===== src/rtl/core/pctt_pkg.sv =====
package pctt_pkg;

    // Table geometry; the slot field is four bits wide, so the table size is fixed here
    localparam int SLOTS  = 8;
    localparam int SLOT_W = 4;
    localparam int IDX_W  = (SLOTS > 1) ? $clog2(SLOTS) : 1;

    // Repeat count that means the channel never stops
    localparam logic [15:0] FOREVER_CODE = 16'hFFFF;

    // Command codes
    localparam logic CMD_POLL = 1'b0;
    localparam logic CMD_REG  = 1'b1;

    typedef struct packed {
        logic        cmd;
        logic [31:0] now_ms;
        logic [31:0] period_ms;
        logic [15:0] repeat_count;
    } t_in_item;

    typedef struct packed {
        logic [SLOT_W-1:0] slot;
        logic              fired;
        logic [15:0]       repeats_left;
        logic              last;
    } t_out_item;

    // One channel entry as stored in the table memory
    typedef struct packed {
        logic [31:0] start_time;
        logic [31:0] period;
        logic [15:0] repeats;
        logic        running;
    } t_entry;

    // Outcome of checking one channel against the current time
    typedef struct packed {
        logic   fire;
        t_entry entry;
    } t_eval;

endpackage


===== src/rtl/core/pctt_slot_eval.sv =====
module pctt_slot_eval (
    input  pctt_pkg::t_entry i_entry,
    input  logic [31:0]      i_now,
    output pctt_pkg::t_eval  o_eval
);

    logic [31:0] elapsed;
    logic        due;
    logic        endless;
    logic [15:0] dec_repeats;

    // Elapsed time wraps modulo 2^32
    assign elapsed     = i_now - i_entry.start_time;
    assign due         = i_entry.running && (elapsed >= i_entry.period);
    assign endless     = (i_entry.repeats == pctt_pkg::FOREVER_CODE);
    assign dec_repeats = i_entry.repeats - 16'd1;

    // Advance the start time and count down unless endless
    always_comb begin
        o_eval.fire             = due;
        o_eval.entry.start_time = i_entry.start_time + i_entry.period;
        o_eval.entry.period     = i_entry.period;
        if (endless) begin
            o_eval.entry.repeats = i_entry.repeats;
            o_eval.entry.running = 1'b1;
        end else begin
            o_eval.entry.repeats = dec_repeats;
            o_eval.entry.running = (dec_repeats != 16'd0);
        end
    end

endmodule


===== src/rtl/core/periodic_callback_timer_table.sv =====
// Periodic timer-channel table. A register transaction claims the next free slot and
// answers in the cycle after it is taken, with slot 0 when the table is full. A poll
// transaction walks the used slots through the table memory, one slot per cycle (one read,
// check and write-back pipelined over the single-port-read memory), and keeps busy high while
// it scans the slots and flushes the final result; a poll with no slots in use answers in
// the cycle after it is taken. Results appear on o_result with o_strobe for exactly one cycle
// each and cannot be held off, so the receiver must take every strobed result. Fired results
// come out in slot order, one at most per cycle, the final one marked by last; a poll that
// fires nothing gives a single empty result.
module periodic_callback_timer_table (
    input  logic                 i_clk,
    input  logic                 i_rst_n,
    input  logic                 start,
    output logic                 busy,
    input  pctt_pkg::t_in_item   i_item,
    output logic                 o_strobe,
    output pctt_pkg::t_out_item  o_result
);

    localparam logic [1:0] ST_IDLE  = 2'd0;
    localparam logic [1:0] ST_SCAN  = 2'd1;
    localparam logic [1:0] ST_FLUSH = 2'd2;

    localparam int SLOT_W = pctt_pkg::SLOT_W;
    localparam int IDX_W  = pctt_pkg::IDX_W;

    // Channel table
    pctt_pkg::t_entry mem [pctt_pkg::SLOTS];

    logic [1:0]          r_state;
    logic [SLOT_W-1:0]   r_used;
    logic [IDX_W-1:0]    r_idx;
    logic [31:0]         r_now;
    logic                r_pend_vld;
    pctt_pkg::t_out_item r_pend;
    logic                r_out_vld;
    pctt_pkg::t_out_item r_out;
    pctt_pkg::t_entry    r_rd_data;

    logic                accept;
    logic                full;
    logic                last_slot;
    logic [SLOT_W-1:0]   cur_slot;
    logic [IDX_W-1:0]    rd_addr;
    logic                wr_en;
    logic [IDX_W-1:0]    wr_addr;
    pctt_pkg::t_entry    wr_data;
    pctt_pkg::t_eval     eval;

    assign busy      = (r_state != ST_IDLE);
    assign accept    = start && (r_state == ST_IDLE);
    assign full      = (r_used >= SLOT_W'(pctt_pkg::SLOTS));
    assign cur_slot  = SLOT_W'(r_idx) + SLOT_W'(1);
    assign last_slot = (cur_slot == r_used);

    assign o_strobe = r_out_vld;
    assign o_result = r_out;

    // Check the slot whose entry was read last cycle
    pctt_slot_eval u_eval (
        .i_entry (r_rd_data),
        .i_now   (r_now),
        .o_eval  (eval)
    );

    // Read the next slot while the current one is checked
    assign rd_addr = (r_state == ST_SCAN) ? (r_idx + IDX_W'(1)) : '0;

    // Write a new channel on register, or write back a fired channel
    always_comb begin
        wr_en   = 1'b0;
        wr_addr = r_idx;
        wr_data = eval.entry;
        if (accept && (i_item.cmd == pctt_pkg::CMD_REG) && !full) begin
            wr_en              = 1'b1;
            wr_addr            = r_used[IDX_W-1:0];
            wr_data.start_time = i_item.now_ms;
            wr_data.period     = i_item.period_ms;
            wr_data.repeats    = i_item.repeat_count;
            wr_data.running    = 1'b1;
        end else if ((r_state == ST_SCAN) && eval.fire) begin
            wr_en = 1'b1;
        end
    end

    always_ff @(posedge i_clk) begin
        if (wr_en) begin
            mem[wr_addr] <= wr_data;
        end
        r_rd_data <= mem[rd_addr];
    end

    // Sequence register and poll transactions
    always_ff @(posedge i_clk) begin
        if (!i_rst_n) begin
            r_state    <= ST_IDLE;
            r_used     <= '0;
            r_idx      <= '0;
            r_pend_vld <= 1'b0;
            r_out_vld  <= 1'b0;
        end else begin
            case (r_state)
                ST_IDLE: begin
                    if (accept) begin
                        if (i_item.cmd == pctt_pkg::CMD_REG) begin
                            r_out_vld          <= 1'b1;
                            r_out.fired        <= 1'b0;
                            r_out.repeats_left <= '0;
                            r_out.last         <= 1'b1;
                            if (full) begin
                                r_out.slot <= '0;
                            end else begin
                                r_out.slot <= r_used + SLOT_W'(1);
                                r_used     <= r_used + SLOT_W'(1);
                            end
                        end else begin
                            r_now      <= i_item.now_ms;
                            r_pend_vld <= 1'b0;
                            r_idx      <= '0;
                            if (r_used == '0) begin
                                r_out_vld          <= 1'b1;
                                r_out.slot         <= '0;
                                r_out.fired        <= 1'b0;
                                r_out.repeats_left <= '0;
                                r_out.last         <= 1'b1;
                            end else begin
                                r_out_vld <= 1'b0;
                                r_state   <= ST_SCAN;
                            end
                        end
                    end else begin
                        r_out_vld <= 1'b0;
                    end
                end
                ST_SCAN: begin
                    // Hold each fire until the next one shows it was not the final one
                    r_out_vld <= eval.fire && r_pend_vld;
                    if (eval.fire) begin
                        if (r_pend_vld) begin
                            r_out <= r_pend;
                        end
                        r_pend_vld          <= 1'b1;
                        r_pend.slot         <= cur_slot;
                        r_pend.fired        <= 1'b1;
                        r_pend.repeats_left <= eval.entry.repeats;
                        r_pend.last         <= 1'b0;
                    end
                    if (last_slot) begin
                        r_state <= ST_FLUSH;
                    end else begin
                        r_idx <= r_idx + IDX_W'(1);
                    end
                end
                ST_FLUSH: begin
                    // Emit the held fire as final, or an empty result
                    r_out_vld <= 1'b1;
                    if (r_pend_vld) begin
                        r_out.slot         <= r_pend.slot;
                        r_out.fired        <= r_pend.fired;
                        r_out.repeats_left <= r_pend.repeats_left;
                        r_out.last         <= 1'b1;
                    end else begin
                        r_out.slot         <= '0;
                        r_out.fired        <= 1'b0;
                        r_out.repeats_left <= '0;
                        r_out.last         <= 1'b1;
                    end
                    r_pend_vld <= 1'b0;
                    r_state    <= ST_IDLE;
                end
                default: begin
                    r_out_vld <= 1'b0;
                    r_state   <= ST_IDLE;
                end
            endcase
        end
    end

endmodule


===== config.mk =====
export PLATFORM = sky130hd
export DESIGN_NAME = periodic_callback_timer_table
export DESIGN_NICKNAME = d
export VERILOG_FILES = /design/src/rtl/core/pctt_pkg.sv /design/src/rtl/core/pctt_slot_eval.sv /design/src/rtl/core/periodic_callback_timer_table.sv
export SDC_FILE = /design/constraint.sdc
export NUM_CORES = 1
export LEC_CHECK = 0
export BUFFER_PORTS_ARGS = -buffer_cell sky130_fd_sc_hd__buf_2
export CAP_MARGIN = 20
export CORE_MARGIN = 2
export CORE_UTILIZATION = 55
export DETAILED_ROUTE_END_ITERATION = 8
export PLACE_DENSITY = 0.72
export SKIP_LAST_GASP = 1
export SYNTH_ARGS = -nofsm -noshare
export SYNTH_HDL_FRONTEND = slang
export SYNTH_HIERARCHICAL = 1
export SYNTH_SLANG_ARGS = --single-unit

===== constraint.sdc =====
create_clock -name i_clk -period 9.5 [get_ports i_clk]
set_clock_uncertainty 0.1 [all_clocks]
set_input_delay 1.9 -clock i_clk [delete_from_list [all_inputs] [get_ports i_clk]]
set_output_delay 1.9 -clock i_clk [all_outputs]
set_load 0.005 [all_outputs]

==> summary.md, run 1 <==
| Metric | Value |
|---|---|
| Vias | `20320` |
| Post-DP HPWL | `49460 µm` |
| Post-CTS setup buffer count | `0` |
| Clock transition at path regs | `0.06 ns` |
| Syn_nets | `2570` |
| Area share of the largest cell type after synthesis | `61.59%` |
| Fin crit period | `6.672 ns` |
| Critical path fanouts, max | `28` |
| DR vias/cell | `6.016` |
| Area leader, netlist | `edfxtp_1` |
| P per Cell Area | `338.6 nW/µm²` |
| Register area share after synthesis | `66.82%` |
| Drt total wl | `79940 µm` |
| Fin. max-slew vios | `0` |
| Layout cells sized above 1 | `18.85%` |
| Die Footprint | `66050 µm²` |
| Antenna Cells | `0` |
| Leakage | `14.63 nW` |
| Antenna viol nets, final | `0` |
| Cell Area, Synth | `35200 µm²` |
| DRC viols | `0` |
| Synth warnings | `6` |
| Final number of setup-violating endpoints | `0` |
| IO Pins | `108` |
| GRT Total Usage | `24.16%` |
| Routed WL per cell | `23.67 µm` |
| Grt ovf | `0` |
| Number of synthesized register bits | `814` |
| Maximum clock frequency | `149.9 MHz` |
| Post-placement cell count | `3221` |
| Rel. slew slack | `24.98%` |
| Startpoint Class | `flip-flop` |
| Syn avg cell area | `14.81 µm²` |
| Leading post-synthesis cells by cell area | `edfxtp_1 (62%), dfxtp_1 (5.2%), mux4_2 (5.2%)` |
| Primary FF master, synth | `edfxtp_1` |
| Worst Path Required | `9.71 ns` |
| DR iter-0 viols | `1850` |
| Clock sinks | `814` |
| Row count | `92` |
| Final Hold Vio Count | `0` |
| Fill cells | `4568` |
| Mapped Cells | `2377` |
| Longest Clk Path Bufs | `3` |
| Netlist cell types | `84` |
| Port Buffers | `107` |
| CTS buffer count | `83` |
| Core area | `63200 µm²` |
| Nets@finish | `2654` |
| CP Class | `reg -> reg` |
| Number of synthesized flops with an enable pin | `722` |
| Starting density of the core | `55.71%` |
| Global-route wire length before repair | `121800 µm` |
| Worst Hold Class | `reg -> reg` |
| Post_cts resized | `0` |
| Worst-margin pin slew | `1.125 ns` |
| Die H | `257.0 µm` |
| Max-Cap Viols | `0` |
| CTS Root Cell | `clkbuf_16` |
| RSZ-0062 raised after global routing | `no` |
| Peak VDD IR | `0.2500 mV` |
| Syn-to-layout area delta | `11.31%` |
| Vias in the first global route | `20320` |
| Width of the die | `257.0 µm` |
| CP arrival | `6.88 ns` |
| Drt pass-1 iters | `5` |
| # hold bufs at CTS | `0` |
| Crit share post-route | `70.23%` |
| Outcome | `finished clean` |
| CTS tree | `yes` |
| # H-tree levels | `3` |
| CP endpoint kind | `flip-flop` |
| Count leader, synth | `edfxtp_1` |
| Initial antenna violation count | `0` |
| Asr flop ratio synth | `0%` |
| Most frequent cells after synthesis | `edfxtp_1 (722), nand2_1 (298), o22ai_1 (163)` |
| GPL Wtd Cong | `0.8749` |
| Setup TNS | `0 ns` |
| Largest net degree at the start of global routing | `166` |
| Final Non-Filler Cells | `3377` |
| Clock Latency Late Sink | `0.64 ns` |
==> worst max-delay path: stages (launching register included) <==
cell and delay (ns):
edfxtp_1 0.37, inv_1 0.06, ha_1 0.15, inv_1 0.05
fa_1 0.41, a21o_1 0.20, a31o_2 0.28, o2111ai_1 0.44
nand3_1 0.23, a211oi_2 0.38, o21bai_1 0.13, a21oi_1 0.18
xnor2_1 0.09, ha_1 0.28, nand4_1 0.09, or2_2 0.35
nor3_1 0.23, o41ai_1 0.13, o41ai_2 0.07, buf_4 0.23
a41oi_1 0.41, nor2_4 1.02, buf_4 0.43
==> per-stage QoR <==
step	total power [W]	worst slack, ns	hold slack (ns)	utilization, %	instance area [µm²]
final	0.01327	2.828	0.4180	62.01	39190
after global routing	0.01395	2.538	0.4271	62.01	39190
after CTS	0.01329	2.873	0.4239	61.99	39180
after detailed placement	0.009951	2.929	0.4124	57.53	36350
after global placement	0.009811	2.920	0.4095	57.48	36330
after floorplan	0.008745	1.714	0.3963	-	35200
==> metal layers <==
layer | wire length, µm | vias up | global-route usage [%]
li1 | - | 9239 | -
met1 | 32870 | 10310 | 31.81
met2 | 40720 | 636 | 41.52
met3 | 4263 | 129 | 3.517
met4 | 2091 | 0 | 7.768
met5 | 0 | - | 0
==> report_power, final <==
| group | switching [W] | total, W | internal, W |
|---|---|---|---|
| Combinational | 0.00286 | 0.00460 | 0.00174 |
| Clock | 0.00139 | 0.00332 | 0.00193 |
| Sequential | 0.000298 | 0.00535 | 0.00505 |
| Total | 0.00455 | 0.0133 | 0.00872 |
==> logic make-up (layout without fill, tap and decap cells) <==
family	after synthesis	in the layout	synth area share [%]
compound gates	392	392	7.247
xor+xnor	78	78	2.001
fa+ha+maj	109	109	3.917
buf+inv	228	382	3.341
flops	814	814	66.82
mux	248	248	10.23
simple gates	508	508	6.451
==> cells in the final DEF (no fill, tap or decap), types with 7 or more instances in the layout <==
master,netlist,routed
ha_1,107,107
mux2i_1,84,84
clkbuf_16,0,85
and2_1,17,17
clkinv_1,1,10
nor2_1,74,66
a21oi_1,68,68
clkbuf_1,51,10
o211ai_1,8,8
nor3b_1,9,9
o21a_1,11,11
buf_4,34,25
a21o_1,24,24
nand3_1,16,16
nand4_1,16,16
buf_2,27,107
mux4_2,81,81
xor2_1,28,28
o21ai_0,33,33
nor2_4,0,8
o21ai_1,7,7
and3_1,11,11
nand2b_1,14,14
a211oi_1,12,12
a31oi_1,12,12
bufinv_16,0,8
nor3_1,20,19
inv_1,89,88
o21bai_1,8,8
clkinv_2,0,23
mux2_2,83,83
clkbuf_8,0,7
xnor2_1,48,48
edfxtp_1,722,722
o22ai_1,163,163
dfxtp_1,92,92
nand2_1,298,297
==> path summary, 6_finish.rpt <==
path / to / cells after the start / slack (ns) / from
worst max-delay path: mem[4][58] / 22 / 2.83 / r_now[0]
worst min-delay path: o_result[8] / 1 / 0.42 / r_pend[8]
worst max register to register: mem[4][58] / 22 / 2.83 / r_now[0]
worst min register to register: o_result[8] / 1 / 0.42 / r_pend[8]
==> cell type report <==
type | instances | area, µm² | area share, %
sequential | 814 | 23520 | 60.03
clock inverter | 53 | 563.0 | 1.437
inverter | 90 | 340.3 | 0.8685
tap | 846 | 1059 | 2.701
clock buffer | 102 | 2261 | 5.770
timing repair buffer | 137 | 830.8 | 2.120
multi-input combinational | 1335 | 10610 | 27.07
==> flip-flops by register name, summed over array words and instances (netlist names) <==
register / cells
o_result: 22
r_pend_vld: 1
mem: 648
r_pend: 20
r_state: 2
r_used: 4
o_strobe: 1
r_now: 32
r_idx: 3
r_rd_data: 81
(Power assumes the default switching activity.)
==> run 2, diff against run 1 <==
==> constraint.sdc (replaced) <==
create_clock -name i_clk -period 6.55 [get_ports i_clk]
set_clock_uncertainty 0.1 [all_clocks]
set_input_delay 1.31 -clock i_clk [delete_from_list [all_inputs] [get_ports i_clk]]
set_output_delay 1.31 -clock i_clk [all_outputs]
set_load 0.005 [all_outputs]
==> run 2 against run 1 <==
Net effect:
- hold slack better by 0.0024 ns
- global-route usage decreased by 0.42 points
- non-clock buffer count increased by 9
- cell area up 0.53%
- combinational power increased by 46%
==> summary.md, run 2 (same netlist as run 1, synthesis figures left out) <==
| Metric | Value |
|---|---|
| Routing usage on met2 | `39.38% (was 41.52%)` |
| Nets@finish | `2663 (was 2654)` |
| Biggest regs | `mem: 648 flops, r_rd_data: 81 flops, r_now: 32 flops (unchanged)` |
| Grt ovf | `0 (unchanged)` |
| Fin. max-slew vios | `0 (unchanged)` |
| Post_cts resized | `0 (unchanged)` |
| Fin crit period | `6.058 ns (was 6.672 ns)` |
| Clock transition at path regs | `0.06 ns (about the same)` |
| Worst-margin pin slew | `1.001 ns (was 1.125 ns)` |
| Met3 GRT Util | `3.851% (was 3.517%)` |
| Maximum clock frequency | `165.1 MHz (was 149.9 MHz)` |
| Cell-internal power | `0.01266 W (was 0.008721 W)` |
| Global route hottest layer | `met2 (unchanged)` |
| Antenna viol nets, final | `0 (unchanged)` |
| Register share of total power | `40.3% (about the same)` |
| Die H | `257.0 µm (unchanged)` |
| Global-route wire length before repair | `119000 µm (was 121800 µm)` |
| Setup TNS | `0 ns (unchanged)` |
| GPL Wtd Cong | `0.8909 (was 0.8749)` |
| Dpl ws | `0.1434 ns (was 2.929 ns)` |
| Crit path top cell by count | `a21oi_1` |
| Core area | `63200 µm² (unchanged)` |
| P per Cell Area | `486.9 nW/µm² (was 338.6 nW/µm²)` |
| # hold bufs at CTS | `0 (unchanged)` |
| Leakage | `14.69 nW (was 14.63 nW)` |
| Number of flip-flops under the largest register name | `648 (unchanged)` |
| Critical R2R Launch | `r_rd_data[51] (was r_now[0])` |
| DRC viols | `0 (unchanged)` |
| Crit share post-route | `92.49% (was 70.23%)` |
| CP arrival | `6.33 ns (was 6.88 ns)` |
| IO Pins | `108 (unchanged)` |
| Post-placement cell count | `3229 (was 3221)` |
| CTS tree | `yes (unchanged)` |
| Clock sinks | `814 (unchanged)` |
| P_sw | `0.006520 W (was 0.004547 W)` |
| Worst Hold Class | `reg -> reg (unchanged)` |
| CTS buffer count | `83 (unchanged)` |
| Slowest CP cell | `nor4_1 (was nor2_4)` |
| Critical path fanouts, max | `15 (was 28)` |
| Worst path cell trace | `inv_1 > ha_1 > o211ai_1 > a21oi_1 > nor4b_1 > o21ai_1 > o21a_1 > nor4_1 > o31ai_1 > xor2_1 > ha_1 > a21oi_1 > nor2b_1 > o21ai_0 > a21oi_1 > nor3_1 > nor2_1 > o41ai_1 > o41ai_4 > a41oi_2 > nor2_4 > buf_4 (was inv_1 > ha_1 > inv_1 > fa_1 > a21o_1 > a31o_2 > o2111ai_1 > nand3_1 > a211oi_2 > o21bai_1 > a21oi_1 > xnor2_1 > ha_1 > nand4_1 > or2_2 > nor3_1 > o41ai_1 > o41ai_2 > buf_4 > a41oi_1 > nor2_4 > buf_4)` |
| Max-Cap Viols | `0 (unchanged)` |
| Port Buffers | `107 (unchanged)` |
| Clock power share | `24.8% (was 25.0%)` |
| Largest net degree at the start of global routing | `103 (was 166)` |
| Setup WS post-layout | `0.4919 ns (was 2.828 ns)` |
| Initial antenna violation count | `0 (unchanged)` |
| Fill cells | `4471 (was 4568)` |
| Worst Setup SP | `r_rd_data[51] (was r_now[0])` |
| Rel. slew slack | `33.25% (was 24.98%)` |
| Final Hold Vio Count | `0 (unchanged)` |
| Drt pass-1 iters | `6 (was 5)` |
| Worst path max stage delay | `0.56 ns (was 1.02 ns)` |
| Longest Clk Path Bufs | `3 (unchanged)` |
| Critical path buffer and inverter count | `2 (was 4)` |
| Most frequent cells in the layout | `edfxtp_1 (722), nand2_1 (297), o22ai_1 (163), ha_1 (107), buf_2 (107) (unchanged)` |
| Post-DP HPWL | `50390 µm (was 49460 µm)` |
| Starting density of the core | `55.71% (unchanged)` |
| GRT Total Usage | `23.73% (was 24.16%)` |
| # H-tree levels | `3 (unchanged)` |
| Layout Utilization | `62.33% (was 62.01%)` |
| Antenna Cells | `0 (unchanged)` |
| Vias | `20100 (was 20320)` |
| Routed WL per cell | `23.17 µm (was 23.67 µm)` |
| Layout cells sized above 1 | `18.94% (was 18.85%)` |
| Final number of setup-violating endpoints | `0 (unchanged)` |
| Post-CTS setup buffer count | `0 (unchanged)` |
| CP Class | `reg -> reg (unchanged)` |
| Final Non-Filler Cells | `3386 (was 3377)` |
| Peak VDD IR | `0.2966 mV (was 0.2500 mV)` |
| Commonest non-fill, non-tap cell in the layout | `edfxtp_1 (unchanged)` |
| Syn-to-layout area delta | `11.90% (was 11.31%)` |
| Worst Path Required | `6.82 ns (was 9.71 ns)` |
| Clock Latency Late Sink | `0.65 ns (was 0.64 ns)` |
| Drt total wl | `78470 µm (was 79940 µm)` |
| CP endpoint kind | `flip-flop (unchanged)` |
| Die Footprint | `66050 µm² (unchanged)` |
| CTS Root Cell | `clkbuf_16 (unchanged)` |
| CP top delay family | `compound AO/OA/AOI/OAI gates (unchanged)` |
| DR vias/cell | `5.935 (was 6.016)` |
| Final Power | `0.01918 W (was 0.01327 W)` |
| GR Layer Usage met1 | `30.92% (was 31.81%)` |
| Row count | `92 (unchanged)` |
| R2r setup slk | `0.49 ns (was 2.83 ns)` |
| RSZ-0062 raised after global routing | `no (unchanged)` |
| Width of the die | `257.0 µm (unchanged)` |
| Switching part of the total | `33.99% (was 34.27%)` |
| Vias in the first global route | `20240 (was 20320)` |
| Biggest register | `mem (unchanged)` |
| Outcome | `finished clean (unchanged)` |
| DR iter-0 viols | `1754 (was 1850)` |
| Gate power share | `34.9% (was 34.7%)` |
| Startpoint Class | `flip-flop (unchanged)` |
| Hold path startpoint | `r_pend[5] (was r_pend[8])` |
==> run 2: cell count changes in the layout (fill, tap and decap cells not counted), moves of 3 or more <==
| cell | change |
|---|---|
| clkinv_1 | -3 |
| clkinv_2 | -10 |
| buf_4 | -3 |
| buf_12 | +12 |
| clkinvlp_4 | +4 |
| clkbuf_1 | +10 |
==> run 2: routing by layer <==
metal  part of all wire (%)  vias to the layer above
met5                      0                        -
met1                     41                    10070
li1                       -                     9269
met3                    5.5                      136
met2                     49                      625
met4                    4.6                        0
==> run 2: final timing paths <==
kind | depth (start not counted) | endpoint
hold reg to reg | 1 | o_result[5]
hold / removal | 1 | o_result[5]
setup reg to reg | 22 | mem[5][54]
setup / recovery | 22 | mem[5][54]
==> run 2: cell type report <==
type	instances	area (µm²)	share of cell area, %
Sequential cell	814	23520	59.71
Multi-Input combinational cell	1335	10650	27.03
Clock buffer	109	2235	5.673
Tap cell	846	1059	2.687
Timing Repair Buffer	146	1049	2.662
Clock inverter	46	539.3	1.369
Inverter	90	340.3	0.8640
==> run 2: power by group through the flow <==
stage / clock network [W] / registers (W) / logic (W)
2_1_floorplan: 0 / 0.00763 / 0.00505
3_3_place_gp: 0 / 0.00782 / 0.00640
3_5_place_dp: 0 / 0.00785 / 0.00659
4_1_cts: 0.00482 / 0.00774 / 0.00664
5_1_grt: 0.00503 / 0.00778 / 0.00739
6_report: 0.00475 / 0.00773 / 0.00670
==> run 2: metrics by stage <==
stage | instance area (µm²) | hold slack [ns]
floorplan | 35210 | 0.3963
global placement | 36560 | 0.4010
detailed placement | 36560 | 0.4059
CTS | 39330 | 0.4197
global route | 39390 | 0.4412
finish | 39390 | 0.4204
==> run 3, diff against run 2 <==
--- a/config.mk
+++ b/config.mk
@@ -11,6 +11,7 @@
 export CORE_UTILIZATION = 55
 export DETAILED_ROUTE_END_ITERATION = 8
 export PLACE_DENSITY = 0.72
+export RECOVER_POWER = 100
 export SKIP_LAST_GASP = 1
 export SYNTH_ARGS = -nofsm -noshare
 export SYNTH_HDL_FRONTEND = slang
==> run 3 against run 2 <==
Net effect:
- the run now ends with max-capacitance violations, max-slew violations left
- register-to-register slack got worse by 0.03 ns
- worst setup slack lost 0.033 ns
- wire length grew 0.28%
- fmax fell by 0.53%
- total power fell by 0.29%
- critical path depth is 3 lower
- critical endpoint is now mem[1][49]
==> summary.md, run 3 (same netlist as run 1, synthesis figures left out) <==
| Metric | Value |
|---|---|
| CP endpoint kind | `flip-flop (unchanged)` |
| Outcome | `finished, violations left (was finished clean)` |
| Post_cts resized | `0 (unchanged)` |
| Die H | `257.0 µm (unchanged)` |
| Final Hold Vio Count | `0 (unchanged)` |
| CTS Root Cell | `clkbuf_16 (unchanged)` |
| Longest Clk Path Bufs | `3 (unchanged)` |
| Global-route wire length before repair | `119000 µm (unchanged)` |
| Crit share post-route | `92.99% (was 92.49%)` |
| Nets@finish | `2663 (unchanged)` |
| Worst path max stage delay | `0.68 ns (was 0.56 ns)` |
| Biggest regs | `mem: 648 flops, r_rd_data: 81 flops, r_now: 32 flops (unchanged)` |
| Antenna viol nets, final | `0 (unchanged)` |
| Rel. slew slack | `-102.8% (was 33.25%)` |
| Worst Setup SP | `r_now[0] (was r_rd_data[51])` |
| # H-tree levels | `3 (unchanged)` |
| Final Power | `0.01912 W (was 0.01918 W)` |
| IO Pins | `108 (unchanged)` |
| Critical path buffer and inverter count | `3 (was 2)` |
| Number of flip-flops under the largest register name | `648 (unchanged)` |
| Fill cells | `4537 (was 4471)` |
| Fin crit period | `6.091 ns (was 6.058 ns)` |
| Width of the die | `257.0 µm (unchanged)` |
| Drt total wl | `78680 µm (was 78470 µm)` |
| Worst Path Required | `6.72 ns (was 6.82 ns)` |
| Drt pass-1 iters | `6 (unchanged)` |
| CTS tree | `yes (unchanged)` |
| Worst Hold Class | `reg -> reg (unchanged)` |
| P_sw | `0.006508 W (was 0.006520 W)` |
| Worst-margin pin slew | `3.041 ns (was 1.001 ns)` |
| RSZ-0062 raised after global routing | `no (unchanged)` |
| Commonest non-fill, non-tap cell in the layout | `edfxtp_1 (unchanged)` |
| # hold bufs at CTS | `0 (unchanged)` |
| Fin. max-slew vios | `248 (was 0)` |
| Most frequent cells in the layout | `edfxtp_1 (722), nand2_1 (297), o22ai_1 (163), ha_1 (107), dfxtp_1 (92) (was edfxtp_1 (722), nand2_1 (297), o22ai_1 (163), ha_1 (107), buf_2 (107))` |
| GPL Wtd Cong | `0.8909 (unchanged)` |
| Setup TNS | `0 ns (unchanged)` |
| Vias in the first global route | `20240 (unchanged)` |
| Port Buffers | `107 (unchanged)` |
| Final number of setup-violating endpoints | `0 (unchanged)` |
| Clock Latency Late Sink | `0.65 ns (about the same)` |
| Layout Utilization | `61.90% (was 62.33%)` |
| CTS buffer count | `83 (unchanged)` |
| Critical path fanouts, max | `41 (was 15)` |
| Gate power share | `34.7% (was 34.9%)` |
| GRT Total Usage | `23.73% (unchanged)` |
| Row count | `92 (unchanged)` |
| Critical R2R Launch | `r_now[0] (was r_rd_data[51])` |
| Hold path startpoint | `r_pend[5] (unchanged)` |
| Biggest register | `mem (unchanged)` |
| Maximum clock frequency | `164.2 MHz (was 165.1 MHz)` |
| DR vias/cell | `5.946 (was 5.935)` |
| Register share of total power | `40.5% (was 40.3%)` |
| Antenna Cells | `0 (unchanged)` |
| Initial antenna violation count | `0 (unchanged)` |
| Syn-to-layout area delta | `11.11% (was 11.90%)` |
| Core area | `63200 µm² (unchanged)` |
| Peak VDD IR | `0.2968 mV (was 0.2966 mV)` |
| Failing checks | `max-capacitance violations, max-slew violations` |
| Post-DP HPWL | `50390 µm (unchanged)` |
| Leakage | `14.49 nW (was 14.69 nW)` |
| Worst path cell trace | `inv_1 > ha_1 > inv_1 > fa_1 > a21o_1 > a31o_2 > o2111ai_1 > nand3_1 > a211oi_2 > o21bai_1 > a21oi_1 > xnor2_1 > ha_1 > nand4_1 > or2_2 > o41ai_4 > a41oi_2 > nor2_2 > buf_6 (was inv_1 > ha_1 > o211ai_1 > a21oi_1 > nor4b_1 > o21ai_1 > o21a_1 > nor4_1 > o31ai_1 > xor2_1 > ha_1 > a21oi_1 > nor2b_1 > o21ai_0 > a21oi_1 > nor3_1 > nor2_1 > o41ai_1 > o41ai_4 > a41oi_2 > nor2_4 > buf_4)` |
| Dpl ws | `0.1434 ns (unchanged)` |
| Setup WS post-layout | `0.4593 ns (was 0.4919 ns)` |
| DR iter-0 viols | `1750 (was 1754)` |
| Slowest CP cell | `o41ai_4 (was nor4_1)` |
| Startpoint Class | `flip-flop (unchanged)` |
| CP Class | `reg -> reg (unchanged)` |
| Vias | `20130 (was 20100)` |
| Starting density of the core | `55.71% (unchanged)` |
| Cell-internal power | `0.01262 W (was 0.01266 W)` |
| Clock transition at path regs | `0.06 ns (about the same)` |
| Die Footprint | `66050 µm² (unchanged)` |
| Largest net degree at the start of global routing | `103 (unchanged)` |
| Clock power share | `24.9% (was 24.8%)` |
| DRC viols | `0 (unchanged)` |
| Clock sinks | `814 (unchanged)` |
| Max-Cap Viols | `5 (was 0)` |
| P per Cell Area | `488.9 nW/µm² (was 486.9 nW/µm²)` |
| CP arrival | `6.26 ns (was 6.33 ns)` |
| Grt ovf | `0 (unchanged)` |
| Routed WL per cell | `23.24 µm (was 23.17 µm)` |
| Layout cells sized above 1 | `16.61% (was 18.94%)` |
| Switching part of the total | `34.03% (was 33.99%)` |
| Post-CTS setup buffer count | `0 (unchanged)` |
| CP top delay family | `compound AO/OA/AOI/OAI gates (unchanged)` |
==> run 3: cell count changes in the layout (fill, tap and decap cells not counted), moves of 3 or more <==
cell / previous run / this run
and2_0: 0 / 11
and2_1: 17 / 6
buf_12: 16 / 7
buf_2: 107 / 68
buf_4: 22 / 10
buf_6: 0 / 4
clkbuf_1: 20 / 70
clkbuf_2: 0 / 5
nor2_1: 66 / 69
nor2_4: 8 / 3
==> run 3: final cells by class <==
class | instances | area, µm² | share of cell area, %
timing repair buffer | 146 | 828.3 | 2.118
tap | 846 | 1059 | 2.706
sequential | 814 | 23520 | 60.14
clock buffer | 109 | 2235 | 5.713
clock inverter | 46 | 539.3 | 1.379
inverter | 90 | 339.1 | 0.8669
multi-input combinational | 1335 | 10590 | 27.08
==> run 3: through the flow <==
step                cell area [µm²]  hold WS [ns]  cells
finish                        39120        0.4209   3386
global route                  39120        0.4412   3386
CTS                           39330        0.4197   3384
detailed placement            36560        0.4059   3229
global placement              36560        0.4010   3229
floorplan                     35210        0.3963   2377
==> run 3: power groups by stage <==
stage	sequential, W	combinational [W]	clock (W)
floorplan	0.00763	0.00505	0
global placement	0.00782	0.00640	0
detailed placement	0.00785	0.00659	0
CTS	0.00774	0.00664	0.00482
global route	0.00778	0.00733	0.00503
finish	0.00774	0.00663	0.00476
==> run 3: final timing paths <==
path / depth (start not counted) / slack [ns] / to
setup reg to reg: 19 / 0.46 / mem[1][49]
setup / recovery: 19 / 0.46 / mem[1][49]
hold reg to reg: 1 / 0.42 / o_result[5]
hold / removal: 1 / 0.42 / o_result[5]
==> run 3: per-layer routing <==
metal	wire length (µm)	global-route usage, %	vias to the layer above
li1	-	-	9264
met1	32200	30.92	10100
met2	38880	39.38	629
met3	4162	3.851	138
met4	3442	10.80	0
met5	0	0	-
